===== src/rtl/core/wheel_speed_pid_drive_unit_assert.svh =====
// Assertion macros for the wheel speed PID drive unit.
// Used by the top level; no other dependencies.
`ifndef WHEEL_SPEED_PID_DRIVE_UNIT_ASSERT_SVH
`define WHEEL_SPEED_PID_DRIVE_UNIT_ASSERT_SVH
// implication checked on every clock edge outside reset
`define WSP_ASSERT_IMP(label, lhs, rhs) \
   label: assert property (@(posedge clock) disable iff (reset) (lhs) |-> (rhs)) \
      else $error("assertion failed");
// next-cycle implication
`define WSP_ASSERT_NXT(label, lhs, rhs) \
   label: assert property (@(posedge clock) disable iff (reset) (lhs) |=> (rhs)) \
      else $error("assertion failed");
`endif


===== src/rtl/core/wsp_pkg.sv =====
// Shared types and constants of the wheel speed PID drive unit.
// No dependencies.
`default_nettype none
package wsp_pkg;
   localparam int WHEEL_COUNT = 2;
   localparam int WHEEL_BITS = 1;
   localparam int COUNTER_BITS = 24;
   // counter wrap limit and the window on each side of the wrap point
   localparam logic [COUNTER_BITS-1:0] COUNT_LIM = '1;
   localparam logic [COUNTER_BITS-1:0] COUNT_WIN = COUNT_LIM >> 2;
   localparam logic [22:0] SPEED_SCALE = 23'd4117748;
   localparam logic [19:0] DRIVE_STOP = 20'd524288;
   localparam logic [19:0] DRIVE_MIN = 20'd256;
   localparam logic [19:0] DRIVE_MAX = 20'd1048320;
   localparam logic [1:0] REG_GAIN_P = 2'd0;
   localparam logic [1:0] REG_GAIN_I = 2'd1;
   localparam logic [1:0] REG_GAIN_D = 2'd2;
   localparam logic [1:0] REG_LIMIT = 2'd3;

   typedef struct packed {
      logic [WHEEL_BITS-1:0] wheel;
      logic signed [31:0] target_speed;
      logic [COUNTER_BITS-1:0] encoder_count;
      logic [39:0] time_us;
   } req_type;

   typedef struct packed {
      logic [WHEEL_BITS-1:0] wheel_out;
      logic [11:0] drive_value;
      logic signed [31:0] measured_speed;
   } rsp_type;

   // divider control and status
   typedef struct packed {
      logic start;
      logic [63:0] dividend;
      logic [39:0] divisor;
   } div_cmd_type;

   typedef struct packed {
      logic busy;
      logic done;
      logic [63:0] quotient;
   } div_sts_type;
endpackage
`default_nettype wire


===== src/rtl/core/wsp_if.sv =====
// Valid/ready channel interface carrying a request or result payload.
// Depends on wsp_pkg for the payload types.
`default_nettype none
interface wsp_req_if;
   logic valid;
   logic ready;
   wsp_pkg::req_type data;
   modport source (output valid, output data, input ready);
   modport sink (input valid, input data, output ready);
endinterface

interface wsp_rsp_if;
   logic valid;
   logic ready;
   wsp_pkg::rsp_type data;
   modport source (output valid, output data, input ready);
   modport sink (input valid, input data, output ready);
endinterface
`default_nettype wire


===== src/rtl/core/wheel_speed_pid_drive_unit.sv =====
// Wheel speed PID drive unit: per-wheel encoder speed estimate and PID drive;
// uses wsp_pkg, wsp_if, wsp_divider and the assertion header.
// Runs two divisions on the shared divider when time advances, none otherwise;
// one request at a time, taken again once the unit is back in idle, which is
// delayed while an earlier result still waits.
// Sync active-high reset restores gains, clears history, accumulators to 2048.0.
`default_nettype none
`include "wheel_speed_pid_drive_unit_assert.svh"
module wheel_speed_pid_drive_unit (
   input  wire logic clock,
   input  wire logic reset,
   wsp_req_if.sink req,
   wsp_rsp_if.source rsp,
   input  wire logic csr_write_enable,
   input  wire logic [1:0] csr_index,
   input  wire logic [30:0] csr_write_data
);
   typedef enum logic [8:0] {
      ST_IDLE   = 9'b000000001,
      ST_DELTA  = 9'b000000010,
      ST_DIV1   = 9'b000000100,
      ST_SPEED  = 9'b000001000,
      ST_DIV2   = 9'b000010000,
      ST_ACCEL  = 9'b000100000,
      ST_MUL    = 9'b001000000,
      ST_ACCUM  = 9'b010000000,
      ST_OUT    = 9'b100000000
   } state_type;

   state_type state_ff, state_in;
   logic signed [15:0] gp_ff, gi_ff, gd_ff;
   logic [30:0] lim_ff;
   logic [wsp_pkg::COUNTER_BITS-1:0] last_count_ff [wsp_pkg::WHEEL_COUNT];
   logic [39:0] last_time_ff [wsp_pkg::WHEEL_COUNT];
   logic signed [31:0] last_speed_ff [wsp_pkg::WHEEL_COUNT];
   logic signed [32:0] integ_ff [wsp_pkg::WHEEL_COUNT];
   logic [19:0] accum_ff [wsp_pkg::WHEEL_COUNT];

   wsp_pkg::req_type cur_ff;
   logic signed [25:0] delta_ff;
   logic [39:0] dt_ff;
   logic timed_ff;
   logic signed [31:0] speed_ff, accel_ff;
   logic signed [33:0] err_ff;
   logic signed [49:0] corr_sum_ff;
   logic [1:0] mstep_ff;
   logic neg_ff;
   logic rsp_valid_ff;
   wsp_pkg::rsp_type rsp_ff;

   wsp_pkg::div_cmd_type div_cmd;
   wsp_pkg::div_sts_type div_sts;
   wsp_divider u_div (.clock(clock), .reset(reset), .cmd(div_cmd), .sts(div_sts));

   logic [wsp_pkg::COUNTER_BITS-1:0] v0, v1;
   logic signed [25:0] dsel;
   logic [39:0] lt;
   logic signed [32:0] sdiff;
   logic [32:0] sdmag;
   logic signed [17:0] mul_a;
   logic signed [33:0] mul_b;
   logic signed [49:0] mul_p;
   logic signed [34:0] integ_sum, integ_c;
   logic signed [34:0] lim_s;
   logic signed [33:0] corr;
   logic signed [35:0] acc_s;
   logic [19:0] acc_c;
   logic [63:0] q;
   logic signed [64:0] sq;
   logic [wsp_pkg::WHEEL_BITS-1:0] w;

   assign w = cur_ff.wheel;
   assign v0 = last_count_ff[w];
   assign v1 = cur_ff.encoder_count;
   assign lt = last_time_ff[w];
   assign q = div_sts.quotient;
   // result register parts intake from a stalled receiver
   assign req.ready = (state_ff == ST_IDLE);
   assign rsp.valid = rsp_valid_ff;
   assign rsp.data = rsp_ff;

   // wrap-aware delta, sign flipped for wheel 0
   always_comb begin
      if (v0 > wsp_pkg::COUNT_LIM - wsp_pkg::COUNT_WIN && v1 < wsp_pkg::COUNT_WIN)
         dsel = 26'sd1 + $signed({2'b0, wsp_pkg::COUNT_LIM - v0}) + $signed({2'b0, v1});
      else if (v0 < wsp_pkg::COUNT_WIN && v1 > wsp_pkg::COUNT_LIM - wsp_pkg::COUNT_WIN)
         dsel = -(26'sd1 + $signed({2'b0, wsp_pkg::COUNT_LIM - v1}) + $signed({2'b0, v0}));
      else
         dsel = $signed({2'b0, v1}) - $signed({2'b0, v0});
      if (w != 1'b1) dsel = -dsel;
   end

   assign sdiff = $signed({speed_ff[31], speed_ff}) - $signed({last_speed_ff[w][31],
                  last_speed_ff[w]});
   assign sdmag = sdiff[32] ? 33'(-sdiff) : 33'(sdiff);
   assign sq = neg_ff ? -$signed({1'b0, q}) : $signed({1'b0, q});
   assign lim_s = $signed({4'b0, lim_ff});
   assign integ_sum = 35'(integ_ff[w]) + 35'(err_ff);
   assign integ_c = (integ_sum > lim_s) ? lim_s : ((integ_sum < -lim_s) ? -lim_s : integ_sum);

   // shared multiplier operand select
   always_comb begin
      unique case (mstep_ff)
         2'd0: begin mul_a = 18'(gp_ff); mul_b = err_ff; end
         2'd1: begin mul_a = 18'(gd_ff); mul_b = 34'(accel_ff); end
         default: begin mul_a = 18'(gi_ff); mul_b = 34'(integ_ff[w]); end
      endcase
      mul_p = 50'(mul_a) * 50'(mul_b);
   end

   assign corr = 34'(corr_sum_ff >>> 16);
   assign acc_s = (w == 1'b1) ? 36'(accum_ff[w]) - 36'(corr) : 36'(accum_ff[w]) + 36'(corr);
   assign acc_c = (cur_ff.target_speed == 0 && speed_ff == 0) ? wsp_pkg::DRIVE_STOP :
                  (acc_s < 36'sd256) ? wsp_pkg::DRIVE_MIN :
                  (acc_s > 36'sd1048320) ? wsp_pkg::DRIVE_MAX : acc_s[19:0];

   always_comb begin
      div_cmd = '0;
      div_cmd.divisor = dt_ff;
      state_in = state_ff;
      unique case (state_ff)
         ST_IDLE: if (req.valid && req.ready) state_in = ST_DELTA;
         ST_DELTA: state_in = (lt != 0 && cur_ff.time_us > lt) ? ST_DIV1 : ST_MUL;
         ST_DIV1: begin
            div_cmd.start = 1'b1;
            div_cmd.dividend = 64'(delta_ff[25] ? 26'(-delta_ff) : delta_ff) *
                               64'(wsp_pkg::SPEED_SCALE);
            state_in = ST_SPEED;
         end
         ST_SPEED: if (div_sts.done) state_in = ST_DIV2;
         ST_DIV2: begin
            div_cmd.start = 1'b1;
            div_cmd.dividend = 64'(sdmag) * 64'd1000000;
            state_in = ST_ACCEL;
         end
         ST_ACCEL: if (div_sts.done) state_in = ST_MUL;
         ST_MUL: if (mstep_ff == 2'd2) state_in = ST_ACCUM;
         // hold until the result register is free
         ST_ACCUM: state_in = rsp_valid_ff ? ST_ACCUM : ST_OUT;
         ST_OUT: state_in = ST_IDLE;
         default: state_in = ST_IDLE;
      endcase
   end

   always_ff @(posedge clock) begin
      if (reset) begin
         state_ff <= ST_IDLE;
         rsp_valid_ff <= 1'b0;
         gp_ff <= 16'sd742;
         gi_ff <= 16'sd179;
         gd_ff <= -16'sd307;
         lim_ff <= 31'd131072;
         mstep_ff <= '0;
         for (int k = 0; k < wsp_pkg::WHEEL_COUNT; k++) begin
            last_count_ff[k] <= '0;
            last_time_ff[k] <= '0;
            last_speed_ff[k] <= '0;
            integ_ff[k] <= '0;
            accum_ff[k] <= wsp_pkg::DRIVE_STOP;
         end
      end else begin
         state_ff <= state_in;
         if (rsp.valid && rsp.ready) rsp_valid_ff <= 1'b0;
         if (csr_write_enable) begin
            unique case (csr_index)
               wsp_pkg::REG_GAIN_P: gp_ff <= csr_write_data[15:0];
               wsp_pkg::REG_GAIN_I: gi_ff <= csr_write_data[15:0];
               wsp_pkg::REG_GAIN_D: gd_ff <= csr_write_data[15:0];
               default: lim_ff <= csr_write_data;
            endcase
         end
         unique case (state_ff)
            ST_IDLE: if (req.valid && req.ready) cur_ff <= req.data;
            ST_DELTA: begin
               delta_ff <= dsel;
               dt_ff <= cur_ff.time_us - lt;
               neg_ff <= dsel[25];
               speed_ff <= '0;
               accel_ff <= '0;
               last_count_ff[w] <= v1;
               mstep_ff <= '0;
               corr_sum_ff <= '0;
            end
            ST_SPEED: if (div_sts.done) begin
               speed_ff <= (sq > 65'sh7fffffff) ? 32'sh7fffffff :
                           (sq < -65'sh80000000) ? 32'sh80000000 : sq[31:0];
            end
            ST_DIV2: neg_ff <= sdiff[32];
            ST_ACCEL: if (div_sts.done) begin
               accel_ff <= (sq > 65'sh7fffffff) ? 32'sh7fffffff :
                           (sq < -65'sh80000000) ? 32'sh80000000 : sq[31:0];
            end
            // err, then integrator, then three multiply-accumulate steps
            ST_MUL: begin
               if (!timed_ff) begin
                  if (mstep_ff == 2'd0) begin
                     err_ff <= 34'(cur_ff.target_speed) - 34'(speed_ff);
                     mstep_ff <= 2'd3;
                  end else begin
                     integ_ff[w] <= 33'(integ_c);
                     mstep_ff <= 2'd0;
                  end
               end else begin
                  corr_sum_ff <= corr_sum_ff + mul_p;
                  mstep_ff <= mstep_ff + 2'd1;
               end
            end
            ST_ACCUM: if (!rsp_valid_ff) begin
               accum_ff[w] <= acc_c;
               last_time_ff[w] <= cur_ff.time_us;
               last_speed_ff[w] <= speed_ff;
               rsp_ff.wheel_out <= w;
               rsp_ff.drive_value <= acc_c[19:8];
               rsp_ff.measured_speed <= speed_ff;
            end
            ST_OUT: rsp_valid_ff <= 1'b1;
            default: ;
         endcase
      end
   end

   // timed_ff gates the multiply steps once err and integrator are settled
   always_ff @(posedge clock) begin
      if (reset) timed_ff <= 1'b0;
      else timed_ff <= (state_ff == ST_MUL) && (state_in == ST_MUL) &&
                       (timed_ff || mstep_ff == 2'd3);
   end

   `WSP_ASSERT_IMP(a_ready_idle, req.ready, state_ff == ST_IDLE)
   `WSP_ASSERT_NXT(a_accept_starts, req.valid && req.ready, state_ff == ST_DELTA)
   `WSP_ASSERT_IMP(a_div_idle, state_ff == ST_MUL, !div_sts.busy)
   `WSP_ASSERT_NXT(a_out_valid, state_ff == ST_OUT, rsp_valid_ff)
endmodule
`default_nettype wire


===== src/rtl/core/wsp_divider.sv =====
// Unsigned restoring divider, 64-bit dividend by 40-bit divisor, one bit a cycle.
// Depends on wsp_pkg.
`default_nettype none
module wsp_divider (
   input  wire logic clock,
   input  wire logic reset,
   input  wire wsp_pkg::div_cmd_type cmd,
   output wsp_pkg::div_sts_type sts
);
   logic [63:0] quot_ff, quot_in;
   logic [40:0] rem_ff, rem_in;
   logic [39:0] dvs_ff, dvs_in;
   logic [6:0] cnt_ff, cnt_in;
   logic busy_ff, busy_in, done_ff, done_in;
   logic [40:0] trial;
   logic [40:0] shifted;

   // one quotient bit per step
   always_comb begin
      quot_in = quot_ff;
      rem_in = rem_ff;
      dvs_in = dvs_ff;
      cnt_in = cnt_ff;
      busy_in = busy_ff;
      done_in = 1'b0;
      shifted = {rem_ff[39:0], quot_ff[63]};
      trial = shifted - {1'b0, dvs_ff};
      if (cmd.start) begin
         quot_in = cmd.dividend;
         rem_in = '0;
         dvs_in = cmd.divisor;
         cnt_in = 7'd64;
         busy_in = 1'b1;
      end else if (busy_ff) begin
         if (!trial[40]) begin
            rem_in = trial;
            quot_in = {quot_ff[62:0], 1'b1};
         end else begin
            rem_in = shifted;
            quot_in = {quot_ff[62:0], 1'b0};
         end
         cnt_in = cnt_ff - 7'd1;
         if (cnt_ff == 7'd1) begin
            busy_in = 1'b0;
            done_in = 1'b1;
         end
      end
   end

   always_ff @(posedge clock) begin
      if (reset) begin
         busy_ff <= 1'b0;
         done_ff <= 1'b0;
         cnt_ff <= '0;
      end else begin
         busy_ff <= busy_in;
         done_ff <= done_in;
         cnt_ff <= cnt_in;
      end
      quot_ff <= quot_in;
      rem_ff <= rem_in;
      dvs_ff <= dvs_in;
   end

   assign sts.busy = busy_ff;
   assign sts.done = done_ff;
   assign sts.quotient = quot_ff;
endmodule
`default_nettype wire

===== src/flat_wrapper.sv =====
// flat-port wrapper written by rule: the top's interface ports become plain ports
module wheel_speed_pid_drive_unit_flat 
  (clock, reset, csr_write_enable, csr_index, csr_write_data, req_valid, req_data, req_ready, rsp_valid, rsp_data, rsp_ready);
  wsp_req_if req_i ();
  wsp_rsp_if rsp_i ();
  input  wire logic clock;
  input  wire logic reset;
  input  wire logic csr_write_enable;
  input  wire logic [1:0] csr_index;
  input  wire logic [30:0] csr_write_data;
  input wire logic [$bits(req_i.valid)-1:0] req_valid;
  input wire logic [$bits(req_i.data)-1:0] req_data;
  output wire logic [$bits(req_i.ready)-1:0] req_ready;
  output wire logic [$bits(rsp_i.valid)-1:0] rsp_valid;
  output wire logic [$bits(rsp_i.data)-1:0] rsp_data;
  input wire logic [$bits(rsp_i.ready)-1:0] rsp_ready;
  assign req_i.valid = req_valid;
  assign req_i.data = req_data;
  assign req_ready = req_i.ready;
  assign rsp_valid = rsp_i.valid;
  assign rsp_data = rsp_i.data;
  assign rsp_i.ready = rsp_ready;
  wheel_speed_pid_drive_unit u_core (.clock(clock), .reset(reset), .req(req_i), .rsp(rsp_i), .csr_write_enable(csr_write_enable), .csr_index(csr_index), .csr_write_data(csr_write_data));
endmodule

===== config.mk =====
export PLATFORM = sky130hd
export DESIGN_NAME = wheel_speed_pid_drive_unit_flat
export DESIGN_NICKNAME = d
export VERILOG_FILES = /design/src/rtl/core/wsp_pkg.sv /design/src/rtl/core/wsp_if.sv /design/src/rtl/core/wheel_speed_pid_drive_unit.sv /design/src/rtl/core/wsp_divider.sv /design/src/flat_wrapper.sv
export VERILOG_INCLUDE_DIRS = /design/src /design/src/rtl/core
export SDC_FILE = /design/constraint.sdc
export NUM_CORES = 2
export LEC_CHECK = 0
export BUFFER_PORTS_ARGS = -buffer_cell sky130_fd_sc_hd__clkbuf_2
export CORE_MARGIN = 2
export CORE_UTILIZATION = 38
export CTS_BUF_LIST = sky130_fd_sc_hd__clkbuf_4 sky130_fd_sc_hd__clkbuf_8 sky130_fd_sc_hd__clkbuf_16
export CTS_CLUSTER_SIZE = 12
export DETAILED_ROUTE_END_ITERATION = 7
export REMOVE_ABC_BUFFERS = 1
export SETUP_SLACK_MARGIN = 0.05
export SKIP_LAST_GASP = 1
export SYNTH_ARGS = -nofsm -noshare
export SYNTH_HDL_FRONTEND = slang
export SYNTH_SLANG_ARGS = --single-unit
export TNS_END_PERCENT = 5

===== constraint.sdc =====
create_clock -name clock -period 24.1 [get_ports clock]
set_input_delay 4.82 -clock clock [delete_from_list [all_inputs] [get_ports clock]]
set_output_delay 4.82 -clock clock [all_outputs]
set_load 0.03 [all_outputs]

== Word-level counts from Yosys, hierarchy flattened ==
Memory sizes are Yosys's and may differ from the RTL's. A register that Yosys moved wholly into a read port is not among the register bits.
Index checks and enable logic that the tools add are counted.
Word-level totals
  bits in registers: 601
  bits in writable memories: 298
  bits of input ports: 135
  output and inout port bits: 47
  logic and storage cells: 214
  memories: 5
Memories
  u_core.last_time_ff: words 2, width 40, read ports 1, clocked after memory_dff 1, write ports 2, RTL line wheel_speed_pid_drive_unit.sv:34  | logic [39:0] last_time_ff [wsp_pkg::WHEEL_COUNT];
  u_core.integ_ff: words 2, width 33, read ports 1, clocked after memory_dff 1, write ports 2, RTL line wheel_speed_pid_drive_unit.sv:36  | logic signed [32:0] integ_ff [wsp_pkg::WHEEL_COUNT];
  u_core.last_speed_ff: words 2, width 32, read ports 1, clocked after memory_dff 1, write ports 2, RTL line wheel_speed_pid_drive_unit.sv:35  | logic signed [31:0] last_speed_ff [wsp_pkg::WHEEL_COUNT];
  u_core.last_count_ff: words 2, width 24, read ports 1, clocked after memory_dff 1, write ports 2, RTL line wheel_speed_pid_drive_unit.sv:33  | logic [wsp_pkg::COUNTER_BITS-1:0] last_count_ff [wsp_pkg::WHEEL_COUNT];
  u_core.accum_ff: words 2, width 20, read ports 1, clocked after memory_dff 1, write ports 2, RTL line wheel_speed_pid_drive_unit.sv:37  | logic [19:0] accum_ff [wsp_pkg::WHEEL_COUNT];
Cells by class
  add/sub/neg operators: 23
  multipliers: 3
  $lt $le $gt $ge: 11
  equal/unequal tests: 19
  multiplexer cells: 79
  bitwise operators: 5
  reduce and logical (&&, ||, !) cells: 40
Operators with widths (number)
  2-to-1 mux 64 bit: 3
  2-to-1 mux 33 bit: 4
  one-hot mux 65 bit (2 select lines): 1
  2-to-1 mux 32 bit: 4
  one-hot mux 32 bit (2 select lines): 2
  one-hot mux 50 bit (2 select lines): 1
  2-to-1 mux 20 bit: 4
  2-to-1 mux 40 bit: 2
  2-to-1 mux 26 bit: 3
  negator 26 bit: 3
  one-hot mux 9 bit (8 select lines): 1
  one-hot mux 34 bit (2 select lines): 1
  subtractor 32 x 32 -> 33 bit: 2
  > comparator 65 x 32 -> 1 bit (second input constant): 1
  < comparator 65 x 32 -> 1 bit (second input constant): 1
  2-to-1 mux 65 bit: 1
  negator 64 -> 65 bit: 1
  logical NOT 32 bit: 2
  multiplier 64 x 20 -> 62 bit (second input constant): 1
  adder 26 x 25 -> 26 bit: 2
  adder 1 x 24 -> 25 bit (first input constant): 2
  adder 50 bit: 1
  multiplier 18 x 34 -> 50 bit: 1
  2-to-1 mux 50 bit: 1
  other kinds (58): 135

== Depth between registers and ports, before layout ==
  depth in word-level cells: 9
  gate-level depth with buffers: 48
  mapped depth without buffers: 38

== Hierarchy ==
From an unflattened synthesis, not the netlist that was laid out.
Unflattened totals
  cell total of the unflattened synthesis: 9641
  area, all modules: 94514.4 um^2
Modules (own cells, without submodules)
  wheel_speed_pid_drive_unit: times used 1, cells an instance 8857, area an instance 85978.7 um^2, sequential area each 21500.6 um^2
  wsp_divider: times used 1, cells an instance 784, area an instance 8535.7 um^2, sequential area each 4103.9 um^2

== Worst setup path before layout ==
OpenSTA, ideal clock, no wires.
  path type: register to register
  from: register with a tool-made name
  to: register u_core.u_div.quot_ff[48], data pin
  setup time: 0.259 ns
  arrival time: 12.867 ns
  data required time: 23.841 ns
  slack: 10.974 ns
  stages on the path, launching flop included: 44
  path buffers: 10
  clock period less this slack: 13.126 ns
  cells stage by stage: dfxtp_1 -> buf_2 -> buf_2 -> buf_1 -> buf_1 -> clkbuf_1 -> buf_1 -> clkbuf_1 -> clkbuf_1 -> mux2_2 -> ha_1 -> fa_1 -> nand2b_1 -> a21oi_1 -> o221ai_1 -> a2111o_1 -> a41oi_1 -> nand4_1 -> [... 8 more ...] -> fa_1 -> fa_1 -> ha_1 -> inv_1 -> fa_1 -> inv_1 -> ha_1 -> and3_1 -> a221o_1 -> a21o_1 -> nor3_1 -> o31ai_1 -> a221oi_1 -> o21ai_0 -> a31oi_1 -> xor2_1 -> nor2_1 -> a211o_1
RTL lines
  end signal: assignment: RTL line wsp_divider.sv:60  | quot_ff <= quot_in;
  end: declaration: RTL line wsp_divider.sv:10  | logic [63:0] quot_ff, quot_in;

==> results_dict.tcl <==
set metrics [dict create \
    die_h_um 513 \
    final_max_slew_viol_count 0 \
    hold_path_class "flop to flop" \
    synth_xor_area_frac 0.0562 \
    crit_required_ns 24.63 \
    ant_nets 0 \
    met1_usage 0.304 \
    final-setup-viol-count 0 \
    core-area_mm2 0.257 \
    clkLatencyLatePin_ns 0.80 \
    cts_resized 0 \
    grt_max_degree 97 \
    clock-sinks 900 \
    postCtsSetupBuffers 0 \
    use_met2 0.363 \
    cts_inserted_buffers 112 \
    syn_to_final_growth_pct 8.93 \
    synth_edf_count 758 \
    die_area_mm2 0.263 \
    hold_viol_final 0 \
    finalClockSkew_ns 0.0449 \
    synth-seq-cells 900 \
    cts_tree "built" \
    drc 0 \
    crit_path_max_incr_delay_ns 0.73 \
    startpoint_type "flop" \
    post_drt_wl_per_cell_um 21.3 \
    synth_fa_ha_area_frac 0.321 \
    grt_pass1_wl_um 462000 \
    cp.arrival_ns 12.52 \
    worst_pin_slew_ns 1.32 \
    num_rows 186 \
    crit_type "flop to flop" \
    status "completed" \
    synthCells 10400 \
    relSlewSlack 0.110 \
    synth_cell_type_count 98 \
    gr-max-usage-layer "met2" \
    max_freq_ghz 0.0834 \
    grt_pass1_vias 78200 \
    yosysMostFrequentCell "inv_1" \
    post-dp-hpwl_um 233000 \
    synth.area.top_cells "edfxtp_1 (23%), fa_1 (21%), ha_1 (11%)" \
    synth_top_family_by_area "adder cells" \
    h-tree-depth 3 \
    period_minus_slack_ns 11.99 \
    clk_pin_slew_ns 0.06 \
    synth_compound_area_frac 0.132 \
    multiInputGateArea_mm2 0.0658 \
    met3_usage 0.0337 \
    setup_tns_ns 0 \
    synth_simple_gate_area_frac 0.136 \
    vias 76100 \
    async_flop_share 0 \
    first_pass_iters 6 \
    fin_nets 12500 \
    fillers 25100 \
    drt_iter0_drc 5969 \
    grt_overflow 0 \
    yosysTopAreaCell "edfxtp_1" \
    numPortBuffers 181 \
    hold_buffers 0 \
    drv_cap 0 \
    yosys.area.top_type_share 0.231 \
    fin_crit_sh 0.497 \
    root_buffer "clkbuf_16" \
    syn_area_mm2 0.0984 \
    synth_common_cells "inv_1 (1536), fa_1 (1025), nand2_1 (903)" \
    rsz0062_at_grt "no" \
    seq_area_frac_synth 0.260 \
    die_x_um 513 \
    gp_congestion 0.925 \
    ios 182 \
    grt_usage 0.225 \
    start_util 0.383 \
    yosys-mux-area-fraction 0.0222 \
    seq_area_mm2 0.0256 \
    critPathSlowestCell "xnor2_1" \
    wirelength_um 297000 \
    synthFlopType "edfxtp_1" \
    avgViaCountPerCell 5.46 \
    critPathMaxFanout 33 \
    clk_path_buf_depth 3 \
    syn_avg_cell_area_um2 9.48 \
    ys_warn_count 0 \
    cp-end-kind "flop" \
    antenna_found_initial 6 \
    drive_above_1_share 0.0634 \
]
==> path summary, 6_finish.rpt <==
check	depth (start not counted)	slack, ns	start	to
setup / recovery	35	12.11	flop	u_core.u_div.quot_ff[48]$_DFFE_PP_
hold / removal	0	0.40	u_core.dt_ff[8]$_DFFE_PP_	u_core.u_div.dvs_ff[8]$_DFFE_PN_
setup reg to reg	35	12.11	flop	u_core.u_div.quot_ff[48]$_DFFE_PP_
hold reg to reg	0	0.40	u_core.dt_ff[8]$_DFFE_PP_	u_core.u_div.dvs_ff[8]$_DFFE_PN_
==> sequential cells by signal, summed over array words and instances (netlist names), 33 cells and up, named ones only <==
| register | cells |
|---|---|
| u_core.last_speed_ff | 64 |
| u_core.u_div.quot_ff | 64 |
| u_core.accum_ff | 40 |
| u_core.corr_sum_ff | 50 |
| u_core.last_time_ff | 80 |
| u_core.u_div.dvs_ff | 40 |
| u_core.last_count_ff | 48 |
| u_core.rsp.data | 45 |
| u_core.err_ff | 33 |
| u_core.cur_ff | 72 |
| u_core.dt_ff | 40 |
| u_core.integ_ff | 66 |
| u_core.u_div.rem_ff | 40 |
==> per-stage QoR <==
stage	instance area, um2	util	instances	setup WS [ns]	hold WS (ns)
2_1_floorplan	97000	-	10000	5.68	0.400
3_3_place_gp	103000	0.402	13700	12.26	0.404
3_5_place_dp	103000	0.402	13700	12.09	0.405
4_1_cts	107000	0.417	13900	12.05	0.394
5_1_grt	107000	0.417	13900	11.34	0.408
6_report	107000	0.417	13900	12.11	0.401
==> layout by cell type, fill, tap and decap left out, types with 27 or more instances in the layout <==
cell       synthesis  layout
edfxtp_1         758     758
a211oi_1          55      55
o21ai_0          407     405
nor2b_1          124     124
nand2_1          903     903
mux2_2            32      32
and3_1           213     212
ha_1             874     872
o31ai_1           51      51
buf_4              4     146
fa_1            1025    1025
inv_1           1536    1533
xnor2_1          395     394
a21o_1           229     229
or2_2             36      34
and2_1            73      73
dfxtp_1          142     140
clkbuf_16          0     114
o41ai_1           28      27
mux2i_1          182     182
or4_1             36      36
nand2b_1          91      91
a22oi_1           57      57
a31oi_1           67      66
nand3b_1          39      39
a21oi_1          670     663
nor4_1            66      64
clkbuf_2           0     180
nor2_1           640     637
or3_1             59      59
o211ai_1          48      48
nand4_1           84      84
nor3_1           171     169
o21bai_1          62      61
nand3_1          131     131
xor2_1           235     234
o21a_1           110     110
==> layout make-up <==
class,count,share of cell area
inverters,1538,0.0538
repair buffers,326,0.0186
clock inverters,63,0.00611
well taps,3384,0.0395
diodes,1,0.0000233
flip-flops and latches,900,0.239
clock buffers,146,0.0293
multi-input cells,7570,0.614
==> per-layer routing <==
layer	vias up	routed length, um
li1	35500	-
met1	37800	131000
met2	2320	135000
met3	483	17700
met4	2	12400
met5	-	13
==> kinds of logic after synthesis <==
kind of cell    after synthesis
xor+xnor                    631
fa+ha+maj                  1909
flops                       900
simple gates               2756
compound gates             2060
mux                         214
buf+inv                    1912
==> worst max-delay path: cells and delay by family (launching register included) <==
family	cells	cell delay [ns]
DFF	1	0.65
xor gates and xnor gates	3	1.11
adders and majority gates	8	3.45
AOI/OAI and AO/OA	14	4.19
and+or+nand+nor	5	1.03
muxes	1	0.17
buffers and inverters	4	1.09
Power is not shown: default switching activity piles up to over one toggle a cycle in this logic, so the estimate is an artifact.
